File: src/hw/rtl/ffa_pkg.sv
`timescale 1ns / 1ps
// Shared request, response, status and control types for the first-fit allocator.
package ffa_pkg;

  localparam int SIZE_W  = 17;
  localparam int ADDR_W  = 16;
  localparam int TOTAL_W = 17;

  localparam logic [TOTAL_W-1:0] TOTAL_RST = 17'h10000;

  localparam logic OP_ALLOC = 1'b0;
  localparam logic OP_FREE  = 1'b1;

  typedef enum logic [2:0] {
    ST_OK     = 3'd0,
    ST_NOFIT  = 3'd1,
    ST_FULL   = 3'd2,
    ST_ZERO   = 3'd3,
    ST_NOADDR = 3'd4
  } status_t;

  typedef struct packed {
    logic              opcode;
    logic [SIZE_W-1:0] alloc_size;
    logic [ADDR_W-1:0] address;
  } req_t;

  typedef struct packed {
    logic [2:0]        status;
    logic [ADDR_W-1:0] start_address;
  } rsp_t;

  typedef struct packed {
    logic    seed;
    logic    cfg_load;
    logic    accept;
    logic    scan_mode;
    logic    wr_used;
    logic    shift_init;
    logic    shift_mode;
    logic    wr_hi;
    logic    wr_lo;
    logic    comp_mode;
    logic    comp_last;
    logic    out_load;
    status_t res;
  } cmd_t;

  typedef struct packed {
    logic req_free;
    logic req_zero;
    logic fit;
    logic exact;
    logic full;
    logic asc_done;
    logic dsc_done;
    logic found;
    logic out_room;
  } sts_t;

endpackage

File: src/hw/rtl/ffa_ctrl.sv
`timescale 1ns / 1ps
// Sequencer for seeding, allocate scan and split, free with merge, and response hand-off.
module ffa_ctrl (
  input  logic          clk,
  input  logic          rst_n,
  input  logic          in_valid,
  output logic          in_stall,
  input  logic          cfg_valid,
  output logic          cfg_ready,
  input  ffa_pkg::sts_t sts,
  output ffa_pkg::cmd_t cmd
);
  import ffa_pkg::*;

  typedef enum logic [10:0] {
    S_SEED  = 11'b00000000001,
    S_IDLE  = 11'b00000000010,
    S_DISP  = 11'b00000000100,
    S_ASCAN = 11'b00000001000,
    S_AFIT  = 11'b00000010000,
    S_SHIFT = 11'b00000100000,
    S_SPLHI = 11'b00001000000,
    S_SPLLO = 11'b00010000000,
    S_FSCAN = 11'b00100000000,
    S_FLAST = 11'b01000000000,
    S_RESP  = 11'b10000000000
  } state_t;

  state_t  state_r, state_nxt;
  status_t res_r, res_nxt;

  always_comb begin
    state_nxt = state_r;
    res_nxt   = res_r;
    cmd       = '0;
    cmd.res   = res_r;
    in_stall  = 1'b1;
    cfg_ready = 1'b0;
    unique case (state_r)
      S_SEED: begin
        cmd.seed  = 1'b1;
        state_nxt = S_IDLE;
      end
      S_IDLE: begin
        cfg_ready = 1'b1;
        in_stall  = cfg_valid;
        priority if (cfg_valid) begin
          cmd.cfg_load = 1'b1;
          state_nxt    = S_SEED;
        end else if (in_valid) begin
          cmd.accept = 1'b1;
          state_nxt  = S_DISP;
        end else begin
          state_nxt = S_IDLE;
        end
      end
      S_DISP: begin
        priority if (sts.req_free) begin
          state_nxt = S_FSCAN;
        end else if (sts.req_zero) begin
          res_nxt   = ST_ZERO;
          state_nxt = S_RESP;
        end else begin
          state_nxt = S_ASCAN;
        end
      end
      S_ASCAN: begin
        cmd.scan_mode = 1'b1;
        priority if (sts.fit) begin
          state_nxt = S_AFIT;
        end else if (sts.asc_done) begin
          res_nxt   = ST_NOFIT;
          state_nxt = S_RESP;
        end else begin
          state_nxt = S_ASCAN;
        end
      end
      S_AFIT: begin
        priority if (sts.exact) begin
          cmd.wr_used = 1'b1;
          res_nxt     = ST_OK;
          state_nxt   = S_RESP;
        end else if (sts.full) begin
          res_nxt   = ST_FULL;
          state_nxt = S_RESP;
        end else begin
          cmd.shift_init = 1'b1;
          state_nxt      = S_SHIFT;
        end
      end
      S_SHIFT: begin
        cmd.shift_mode = 1'b1;
        if (sts.dsc_done) begin
          state_nxt = S_SPLHI;
        end
      end
      S_SPLHI: begin
        cmd.wr_hi = 1'b1;
        state_nxt = S_SPLLO;
      end
      S_SPLLO: begin
        cmd.wr_lo = 1'b1;
        res_nxt   = ST_OK;
        state_nxt = S_RESP;
      end
      S_FSCAN: begin
        cmd.comp_mode = 1'b1;
        if (sts.asc_done) begin
          state_nxt = S_FLAST;
        end
      end
      S_FLAST: begin
        cmd.comp_last = 1'b1;
        res_nxt       = sts.found ? ST_OK : ST_NOADDR;
        state_nxt     = S_RESP;
      end
      S_RESP: begin
        if (sts.out_room) begin
          cmd.out_load = 1'b1;
          state_nxt    = S_IDLE;
        end
      end
      default: begin
        state_nxt = S_SEED;
      end
    endcase
  end

  always_ff @(posedge clk) begin
    if (!rst_n) begin
      state_r <= S_SEED;
      res_r   <= ST_OK;
    end else begin
      state_r <= state_nxt;
      res_r   <= res_nxt;
    end
  end

endmodule

File: src/hw/rtl/ffa_dp.sv
`timescale 1ns / 1ps
// Segment table memory, scan and merge pointers, split arithmetic and response register.
module ffa_dp #(
  parameter int MAX_SEGMENTS = 64,
  parameter int ADDR_BITS    = 16
) (
  input  logic                          clk,
  input  logic                          rst_n,
  input  ffa_pkg::cmd_t                 cmd,
  output ffa_pkg::sts_t                 sts,
  input  ffa_pkg::req_t                 in_data,
  input  logic [ffa_pkg::TOTAL_W-1:0]   cfg_data,
  input  logic                          out_stall,
  output logic                          out_valid,
  output ffa_pkg::rsp_t                 out_data
);
  import ffa_pkg::*;

  localparam int IW    = $clog2(MAX_SEGMENTS);
  localparam int CNT_W = $clog2(MAX_SEGMENTS + 1);
  localparam int AW    = ADDR_BITS;
  localparam int SW    = ADDR_BITS + 1;
  localparam int CW    = (SW > SIZE_W) ? SW : SIZE_W;
  localparam int MW    = (AW > ADDR_W) ? AW : ADDR_W;

  localparam logic [CW-1:0]    SPACE   = CW'(64'd1 << AW);
  localparam logic [MW-1:0]    AMASK   = MW'((64'd1 << AW) - 64'd1);
  localparam logic [CNT_W-1:0] CNT_MAX = CNT_W'(MAX_SEGMENTS);
  localparam logic [CNT_W-1:0] CNT_ONE = CNT_W'(1);

  typedef struct packed {
    logic [AW-1:0] start;
    logic [SW-1:0] size;
    logic          free;
  } ent_t;

  ent_t mem [MAX_SEGMENTS];

  logic [TOTAL_W-1:0] total_r, total_nxt;
  logic [CNT_W-1:0]   count_r, count_nxt;
  logic [CNT_W-1:0]   rd_ptr_r, rd_ptr_nxt;
  logic [CNT_W-1:0]   wr_ptr_r, wr_ptr_nxt;
  logic [CNT_W-1:0]   ridx_r;
  logic [CNT_W-1:0]   hit_idx_r;
  logic               rvld_r;
  ent_t               rdata_r;
  ent_t               hit_r;
  req_t               req_r;
  ent_t               acc_r, acc_nxt;
  logic               acc_vld_r, acc_vld_nxt;
  logic               found_r, found_nxt;
  logic               out_vld_r, out_vld_nxt;
  rsp_t               out_r, out_nxt;

  logic               rd_en;
  logic [IW-1:0]      rd_addr;
  logic               wr_en;
  logic [IW-1:0]      wr_addr;
  ent_t               wr_ent;
  logic               asc_more;
  logic               dsc_more;
  logic               fit;
  logic               hit_now;
  logic               match;
  logic               comp_wr;
  ent_t               cur;
  logic [CW-1:0]      seed_sz;
  logic [CNT_W-1:0]   ridx_plus;
  logic [CNT_W-1:0]   hit_plus;

  assign asc_more  = rd_ptr_r < count_r;
  assign dsc_more  = rd_ptr_r > hit_idx_r;
  assign rd_en     = ((cmd.scan_mode || cmd.comp_mode) && asc_more) ||
                     (cmd.shift_mode && dsc_more);
  assign rd_addr   = rd_ptr_r[IW-1:0];
  assign ridx_plus = ridx_r + CNT_ONE;
  assign hit_plus  = hit_idx_r + CNT_ONE;
  assign fit       = rvld_r && rdata_r.free &&
                     (CW'(rdata_r.size) >= CW'(req_r.alloc_size));
  assign hit_now   = cmd.scan_mode && fit;
  assign match     = (MW'(rdata_r.start) == (MW'(req_r.address) & AMASK));
  assign seed_sz   = (CW'(total_r) > SPACE) ? SPACE : CW'(total_r);
  assign total_nxt = cmd.cfg_load ? cfg_data : total_r;

  always_comb begin
    cur      = rdata_r;
    cur.free = rdata_r.free | match;
  end

  always_comb begin
    priority if (cmd.accept) begin
      rd_ptr_nxt = '0;
    end else if (cmd.shift_init) begin
      rd_ptr_nxt = count_r - CNT_ONE;
    end else if (rd_en && cmd.shift_mode) begin
      rd_ptr_nxt = rd_ptr_r - CNT_ONE;
    end else if (rd_en) begin
      rd_ptr_nxt = rd_ptr_r + CNT_ONE;
    end else begin
      rd_ptr_nxt = rd_ptr_r;
    end
  end

  // merge pass: fold each returned entry into the pending one, flush on a break
  always_comb begin
    acc_nxt     = acc_r;
    acc_vld_nxt = acc_vld_r;
    found_nxt   = found_r;
    wr_ptr_nxt  = wr_ptr_r;
    comp_wr     = 1'b0;
    if (cmd.accept) begin
      acc_vld_nxt = 1'b0;
      found_nxt   = 1'b0;
      wr_ptr_nxt  = '0;
    end else if (cmd.comp_mode && rvld_r) begin
      found_nxt = found_r | match;
      priority if (!acc_vld_r) begin
        acc_nxt     = cur;
        acc_vld_nxt = 1'b1;
      end else if (acc_r.free && cur.free) begin
        acc_nxt.size = acc_r.size + cur.size;
      end else begin
        comp_wr    = 1'b1;
        wr_ptr_nxt = wr_ptr_r + CNT_ONE;
        acc_nxt    = cur;
      end
    end
  end

  always_comb begin
    wr_en   = 1'b1;
    wr_addr = '0;
    wr_ent  = '0;
    priority if (cmd.seed) begin
      wr_ent.size = SW'(seed_sz);
      wr_ent.free = 1'b1;
    end else if (cmd.wr_used) begin
      wr_addr     = hit_idx_r[IW-1:0];
      wr_ent      = hit_r;
      wr_ent.free = 1'b0;
    end else if (cmd.shift_mode && rvld_r) begin
      wr_addr = ridx_plus[IW-1:0];
      wr_ent  = rdata_r;
    end else if (cmd.wr_hi) begin
      wr_addr      = hit_plus[IW-1:0];
      wr_ent.start = hit_r.start + AW'(req_r.alloc_size);
      wr_ent.size  = hit_r.size - SW'(req_r.alloc_size);
      wr_ent.free  = 1'b1;
    end else if (cmd.wr_lo) begin
      wr_addr      = hit_idx_r[IW-1:0];
      wr_ent.start = hit_r.start;
      wr_ent.size  = SW'(req_r.alloc_size);
      wr_ent.free  = 1'b0;
    end else if (comp_wr || cmd.comp_last) begin
      wr_addr = wr_ptr_r[IW-1:0];
      wr_ent  = acc_r;
    end else begin
      wr_en = 1'b0;
    end
  end

  always_comb begin
    priority if (cmd.seed) begin
      count_nxt = CNT_ONE;
    end else if (cmd.wr_lo) begin
      count_nxt = count_r + CNT_ONE;
    end else if (cmd.comp_last) begin
      count_nxt = wr_ptr_r + CNT_ONE;
    end else begin
      count_nxt = count_r;
    end
  end

  always_comb begin
    out_vld_nxt = out_vld_r;
    if (cmd.out_load) begin
      out_vld_nxt = 1'b1;
    end else if (!out_stall) begin
      out_vld_nxt = 1'b0;
    end
    out_nxt.status        = cmd.res;
    out_nxt.start_address = (cmd.res == ST_OK && req_r.opcode == OP_ALLOC) ?
                            ADDR_W'(hit_r.start) : '0;
  end

  always_comb begin
    sts.req_free = req_r.opcode == OP_FREE;
    sts.req_zero = req_r.alloc_size == '0;
    sts.fit      = fit;
    sts.exact    = CW'(hit_r.size) == CW'(req_r.alloc_size);
    sts.full     = count_r == CNT_MAX;
    sts.asc_done = !rvld_r && !asc_more;
    sts.dsc_done = !rvld_r && !dsc_more;
    sts.found    = found_r;
    sts.out_room = !out_vld_r || !out_stall;
  end

  always_ff @(posedge clk) begin
    if (wr_en) begin
      mem[wr_addr] <= wr_ent;
    end
    if (rd_en) begin
      rdata_r <= mem[rd_addr];
      ridx_r  <= rd_ptr_r;
    end
  end

  always_ff @(posedge clk) begin
    if (!rst_n) begin
      total_r   <= TOTAL_RST;
      count_r   <= CNT_ONE;
      rd_ptr_r  <= '0;
      wr_ptr_r  <= '0;
      rvld_r    <= 1'b0;
      acc_vld_r <= 1'b0;
      found_r   <= 1'b0;
      out_vld_r <= 1'b0;
    end else begin
      total_r   <= total_nxt;
      count_r   <= count_nxt;
      rd_ptr_r  <= rd_ptr_nxt;
      wr_ptr_r  <= wr_ptr_nxt;
      rvld_r    <= rd_en;
      acc_vld_r <= acc_vld_nxt;
      found_r   <= found_nxt;
      out_vld_r <= out_vld_nxt;
    end
  end

  always_ff @(posedge clk) begin
    acc_r <= acc_nxt;
    if (cmd.accept) begin
      req_r <= in_data;
    end
    if (hit_now) begin
      hit_r     <= rdata_r;
      hit_idx_r <= ridx_r;
    end
    if (cmd.out_load) begin
      out_r <= out_nxt;
    end
  end

  assign out_valid = out_vld_r;
  assign out_data  = out_r;

  a_count_range: assert property (@(posedge clk) disable iff (!rst_n)
    (count_r != '0) && (count_r <= CNT_MAX))
    else $error("segment count out of range");

  a_count_hold: assert property (@(posedge clk) disable iff (!rst_n)
    !(cmd.seed || cmd.wr_lo || cmd.comp_last) |=> $stable(count_r))
    else $error("segment count changed without a table update");

  a_split_grow: assert property (@(posedge clk) disable iff (!rst_n)
    cmd.wr_lo |=> count_r == $past(count_r) + CNT_ONE)
    else $error("split did not add one segment");

  a_merge_shrink: assert property (@(posedge clk) disable iff (!rst_n)
    cmd.comp_last |=> count_r <= $past(count_r))
    else $error("merge pass grew the table");

  a_shift_room: assert property (@(posedge clk) disable iff (!rst_n)
    cmd.shift_init |-> count_r < CNT_MAX)
    else $error("split started on a full table");

endmodule

File: src/hw/rtl/first_fit_allocator_core.sv
`timescale 1ns / 1ps
// Top level of the first-fit address-range allocator with free-segment merging.
//
//   port group   dir  handshake           contents
//   in_*         in   in_valid/in_stall   request: opcode, alloc_size, address
//   out_*        out  out_valid/out_stall response: status, start_address
//   cfg_*        in   cfg_valid/cfg_ready total_memory, re-seeds the table
//
// Allocate: a scan for the first fitting entry, then either an exact fit or a tail shift
//   and a split; no fit, a full table and zero size end with their status. The scan and
//   the tail shift share one table read port.
// Free: one streaming read/merge/write pass over the table.
// Reset and each cfg write re-seed the table before the next request is taken.
// One response register: a new request is taken while it waits; the next response
//   waits until it drains.
module first_fit_allocator_core #(
  parameter int MAX_SEGMENTS = 64,
  parameter int ADDR_BITS    = 16
) (
  input  logic                        clk,
  input  logic                        rst_n,
  input  logic                        in_valid,
  output logic                        in_stall,
  input  ffa_pkg::req_t               in_data,
  output logic                        out_valid,
  input  logic                        out_stall,
  output ffa_pkg::rsp_t               out_data,
  input  logic                        cfg_valid,
  output logic                        cfg_ready,
  input  logic [ffa_pkg::TOTAL_W-1:0] cfg_data
);
  import ffa_pkg::*;

  cmd_t cmd;
  sts_t sts;

  ffa_ctrl u_ctrl (
    .clk       (clk),
    .rst_n     (rst_n),
    .in_valid  (in_valid),
    .in_stall  (in_stall),
    .cfg_valid (cfg_valid),
    .cfg_ready (cfg_ready),
    .sts       (sts),
    .cmd       (cmd)
  );

  ffa_dp #(
    .MAX_SEGMENTS (MAX_SEGMENTS),
    .ADDR_BITS    (ADDR_BITS)
  ) u_dp (
    .clk       (clk),
    .rst_n     (rst_n),
    .cmd       (cmd),
    .sts       (sts),
    .in_data   (in_data),
    .cfg_data  (cfg_data),
    .out_stall (out_stall),
    .out_valid (out_valid),
    .out_data  (out_data)
  );

endmodule

File: config.mk
export PLATFORM = sky130hd
export DESIGN_NAME = first_fit_allocator_core
export DESIGN_NICKNAME = d
export VERILOG_FILES = /design/src/hw/rtl/ffa_pkg.sv /design/src/hw/rtl/ffa_ctrl.sv /design/src/hw/rtl/ffa_dp.sv /design/src/hw/rtl/first_fit_allocator_core.sv
export SDC_FILE = /design/constraint.sdc
export NUM_CORES = 2
export LEC_CHECK = 0
export BUFFER_PORTS_ARGS = -buffer_cell sky130_fd_sc_hd__buf_2
export CORE_MARGIN = 2
export CORE_UTILIZATION = 57
export DETAILED_ROUTE_END_ITERATION = 16
export PLACE_DENSITY = 0.77
export SLEW_MARGIN = 20
export SYNTH_ARGS = -nofsm -noshare
export SYNTH_HDL_FRONTEND = slang
export SYNTH_HIERARCHICAL = 1
export SYNTH_SLANG_ARGS = --single-unit
File: constraint.sdc
create_clock -name clk -period 8.2 [get_ports clk]
set_input_delay 1.64 -clock clk [delete_from_list [all_inputs] [get_ports clk]]
set_output_delay 1.64 -clock clk [all_outputs]
set_load 0.02 [all_outputs]
# == Word level (Yosys, flattened, before mapping) ==
# Memory sizes are Yosys's and may differ from the RTL's. A register that Yosys moved wholly into a read port is not among the register bits.
# Index checks and enable logic that the tools add are counted.
# word_totals
reg_bits,190
mem_bits_rw,2176
inputBits,56
out_inout_bits,22
elab_cells,177
memories,1
# classes
addsub,10
n_lt_le_gt_ge,4
n_eq_ne,24
n_mux,76
bitwise,6
reduce_logical,34
# mem_list
name,words,word_bits,rd,rd_clocked_by_memory_dff,write_ports,line,rtl
u_dp.mem,64,34,1,1,1,ffa_dp.sv:37,ent_t mem [MAX_SEGMENTS];
# ops
op,n
$mux 34,6
$pmux 11 s10,1
$mux 11,9
$mux 6,6
$mux 7,5
$mux 17,2
$mux 1,32
$mux 16,2
$mux 3,9
$add 7x1->7 const B,3
$mux 18,1
$add 17x17->17,1
$eq 17x17->1,1
$ge 17x17->1,1
$gt 17x17->1 const B,1
$logic_not 17->1,1
$sub 17x17->17,1
$add 16x16->16,1
$eq 16x16->1,1
$ne 2x2->1 const B,8
$pmux 3 s5,1
$sub 7x1->7 const B,2
$add 6x1->6 const B,2
$logic_and 1x1->1,12
29 further kinds,45

# == Depth between registers and ports, before layout ==
# depth
word_depth,16
ltp_mapped,23
depth_no_buf,18

# == Hierarchy ==
# Netlist, hierarchy kept.
# modules_own_cells
mod,n_inst,cells_each,area_per_inst_um2,seq_area_each_um2
ffa_dp,1,4384,95112.5,71228.3
ffa_ctrl,1,119,928.4,280.3

# == Worst setup path after synthesis ==
# No wires, ideal clock.
# synth_timing
path_kind,input to register
startpoint,input port cfg_valid
endpoint,memory u_dp/mem[40][0] (netlist bit) (enable)
arrival_ns,7.568
required_ns,7.690
slack_ns,0.122
cell_stages,11
path_buffers,0
cell_sequence,nor3_1 nand2_1 inv_1 or2_1 inv_1 a31oi_1 o41ai_1 a41o_1 a21oi_1 nand2_1 nor4_1
# synth_lines
item,line,rtl
start: declaration,first_fit_allocator_core.sv:28,"input logic cfg_valid,"
end: declaration,ffa_dp.sv:37,

==> implementation parameters <==
Parameter                              Value

Global route
  Number of global-route vias before repair ... 49.7k
  Initial antenna violation count ... 22
  Remaining Overflow, GRT ... 0
  Total track usage ... 31.0%
  Maximum number of pins on one net before global-route repair ... 153
  Global-route wire length before repair ... 376000 um

Clock network
  Clock latency at the later pin of the worst-skew pair ... 890 ps
  Number of post-CTS setup repair buffers ... 0
  Clock tree from TritonCTS ... yes
  Clock input transition at the sequential cells of the worst setup and hold paths ... 60 ps
  Number of clock sinks ... 2400
  Post-CTS resize count ... 0
  Root buf cell ... clkbuf_16
  Hold_buf cts ... 0
  H-Tree Depth ... 4
  Number of clock buffers inserted by TritonCTS ... about 230
  Longest Clk Path Bufs ... 3

Finish
  Post-route cell area ... between 100000 and 150000 sq um
  Number of nets in the finished design ... 4876
  Most common cell after layout, fill and taps aside ... edfxtp_1
  Most frequent cells in the layout ... edfxtp_1 (2344), mux4_2 (704), clkbuf_16 (228)
  Area overhead of the layout relative to synthesis ... 12.5%
  Multi-input combinational cell area ... 24200 sq um
  Sequential standard cell area ... 71500 sq um
  Fraction of final layout cells sized beyond drive strength 1 ... 28.8%
  Filler cells ... 10.3k

Power and ir drop
  PD cells ... 236 nW/um^2
  Relative contribution of combinational cells to total power ... 4.9%
  Static leakage ... 36.6 nW
  Sequential Power Share ... approximately 54%
  Total net switching power ... around 5.7 mW
  Clk network pwr share ... 41.2%
  Maximum resistive drop on vdd ... 0.000227 V
  Internal power ... around 20 mW
  Switching share of power ... between 20% and 30%
  Total power draw ... between 20 and 30 mW

Die
  Starting density of the core ... around 57%
  Area of the die ... 172000 sq um
  Count of standard-cell rows ... 150
  Die X ... 414 um
  I/O pin total ... 78
  Die height ... 414 um
  Area of the core ... 167000 sq um

STA
  Final setup TNS ... 0 ps
  Max Clock Skew ... 41.7 ps
  Final critical delay including setup and external delays ... 6460 ps
  Slew at the pin closest to its max-slew limit ... 1210 ps
  Final Hold Violating Endpoints ... 0
  Worst-case headroom to the max-slew limit ... between 10% and 20%
  Worst setup slack after layout ... 1740 ps
  Fmax ... between 0.15 and 0.2 GHz
  RSZ-0062 raised after global routing ... no
  Final worst-path cycle share ... 78.7%
  Final number of max-transition violations ... 0
  Number of endpoints failing setup at the final stage ... 0

Route
  Number of vias in the routed layout ... 50.4k
  Starting DRT DRC Count ... 8581
  Mean number of vias per cell ... 7.07
  Sum of routed wire length over all layers ... between 200000 and 300000 um
  Average wire length per cell after detail routing ... between 30 and 40 um
  1st-pass router iterations ... 8
  Total DRC errors in the routed layout ... 0
  Antenna-violating nets left ... 0

Hold path
  Class of the worst hold path ... flop to flop

Synth
  Number of enable-type register cells in the synthesized netlist ... 2344
  Primary FF master, synth ... edfxtp_1
  Post-synth ARST share ... 0%
  Part of the Yosys area used for sequential elements ... 74.5%
  Synth Register Bits ... 2400
  Average size of a mapped cell ... ~21 sq um
  Count of different cell masters after synthesis ... 89
  Total number of yosys warnings ... 6
  Net count after synthesis ... 4651
  Summed instance area of the synthesized netlist ... 96000 sq um
  Synthesized instance count ... ~4.5k

Worst setup path
  Reg2reg end ... u_dp/mem[48][14]$_DFFE_PP_
  Sequence of cells on the critical path ... or4_1, nor4_1, nand2_1, or2_1, inv_1, a31oi_1, o41ai_1, a41o_1, nand3_1, nor2_4, buf_4
  Worst Setup Path Type ... flop to flop
  Kind of capture point of the worst setup path ... flop
  Data required time of the critical path ... 8740 ps
  RR Startpoint ... u_ctrl/state_r[4]$_SDFFE_PN0P_
  Data arrival at the endpoint of the critical path ... 6990 ps
  Buffers plus inverters on the worst setup path ... 2
  Slack of the worst reg-to-reg path ... 1740 ps
  Worst setup path endpoint ... u_dp/mem[48][14]$_DFFE_PP_
  Number of cells traversed by the worst register-to-register path ... 11
  Critical-path cell with the highest stage delay ... nor2_4
  Max stage delay on crit path ... 1060 ps
  Source of the critical timing path ... u_ctrl/state_r[4]$_SDFFE_PN0P_
  Family with the most delay on the worst path ... simple AND/OR/NAND/NOR gates
  Total stage count of the critical path ... 11
  Peak fanout along the critical path ... 20
  CP startpoint kind ... flop

Place
  Placed Area ... 100000 sq um
  Count of input and output buffers ... 77
  Setup slack after placement ... 1640 ps
  Placed wire-length estimate after detailed placement ... 151000 um
  Routability Congestion ... 0.937

Outcome
  Result of the run ... finished, final reports clean

Job
  Number of max-capacitance violations reported ... 0
-- area by class of cell --
cell class	instances	share of cell area, %
antenna	7	0.0162
sequential	2400	66.2
timing repair buffer	226	1.80
clock inverter	156	1.34
clock buffer	269	5.45
tap	2204	2.55
inverter	73	0.254
multi-input combinational	1802	22.4
-- state kept, by name (all words and copies together) (netlist names), 11 cells and up --
signal,cells
u_ctrl/state_r,11
u_dp/acc_r,34
u_dp/mem,2176
u_dp/total_r,17
u_dp/out_data,19
u_dp/hit_r,33
u_dp/cur,33
u_dp/req_r,33
-- worst min-delay path by stage --
stage                             startpoint                           to  slack, ps  depth (start not counted)
CTS                 u_dp/ridx_r[6]$_DFFE_PN_  u_dp/hit_idx_r[6]$_DFFE_PP_        430                          0
finish              u_dp/ridx_r[6]$_DFFE_PN_  u_dp/hit_idx_r[6]$_DFFE_PP_        430                          0
detailed placement  u_dp/ridx_r[6]$_DFFE_PN_  u_dp/hit_idx_r[6]$_DFFE_PP_        420                          0
global route        u_dp/ridx_r[6]$_DFFE_PN_  u_dp/hit_idx_r[6]$_DFFE_PP_        440                          0
floorplan           u_dp/ridx_r[6]$_DFFE_PN_  u_dp/hit_idx_r[6]$_DFFE_PP_        400                          0
global placement    u_dp/ridx_r[6]$_DFFE_PN_  u_dp/hit_idx_r[6]$_DFFE_PP_        410                          0
-- stage by stage --
stage,hold WS [ps],cells,utilization [%]
floorplan,400,4503,-
global placement,406,6681,59.8
detailed placement,418,6694,60.0
CTS,433,7119,64.4
global route,445,7130,64.6
finish,428,7137,64.6
-- synth_stat cells, types with 41 or more instances --
| library cell | count | area [sq um] |
|---|---|---|
| edfxtp_1 | 2344 | 70400 |
| buf_1 | 56 | 210 |
| a21oi_1 | 96 | 480 |
| clkbuf_1 | 148 | 556 |
| mux4_2 | 704 | 15900 |
| dfxtp_1 | 56 | 1120 |
| inv_1 | 72 | 270 |
| nand3_1 | 47 | 235 |
| xnor2_1 | 50 | 438 |
| nor2_1 | 140 | 526 |
| mux2i_1 | 41 | 410 |
| o21ai_0 | 86 | 430 |
| nand2_1 | 96 | 360 |
| ha_1 | 88 | 1100 |
-- kinds of logic after synthesis --
| group | count (synthesis) | synth area share [%] |
|---|---|---|
| AO/OA/AOI/OAI | 375 | 2.64 |
| XOR/XNOR | 80 | 0.730 |
| adder cells (fa/ha/maj) | 92 | 1.23 |
| buffers and inverters | 301 | 1.23 |
| flip-flops | 2400 | 74.5 |
| multiplexers | 764 | 17.2 |
| AND/OR/NAND/NOR | 491 | 2.56 |
-- power groups by stage --
stage / registers [mW] / clock network [mW] / logic [mW]
finish: 13.7 / 10.5 / 1.25
global placement: 14.0 / 0 / 1.15
floorplan: 14.0 / 0 / 0.544
CTS: 13.7 / 10.5 / 1.20
global route: 13.7 / 11.0 / 1.26
detailed placement: 14.0 / 0 / 1.18
-- metal layers --
layer	GRT usage, %	vias up	share of wire, %
met5	0	-	0.034
met4	11.5	14	4.2
met3	7.22	619	13
met2	48.8	4158	49
met1	43.0	26200	35
li1	-	19400	-
Power figures use the tool's default switching activity.
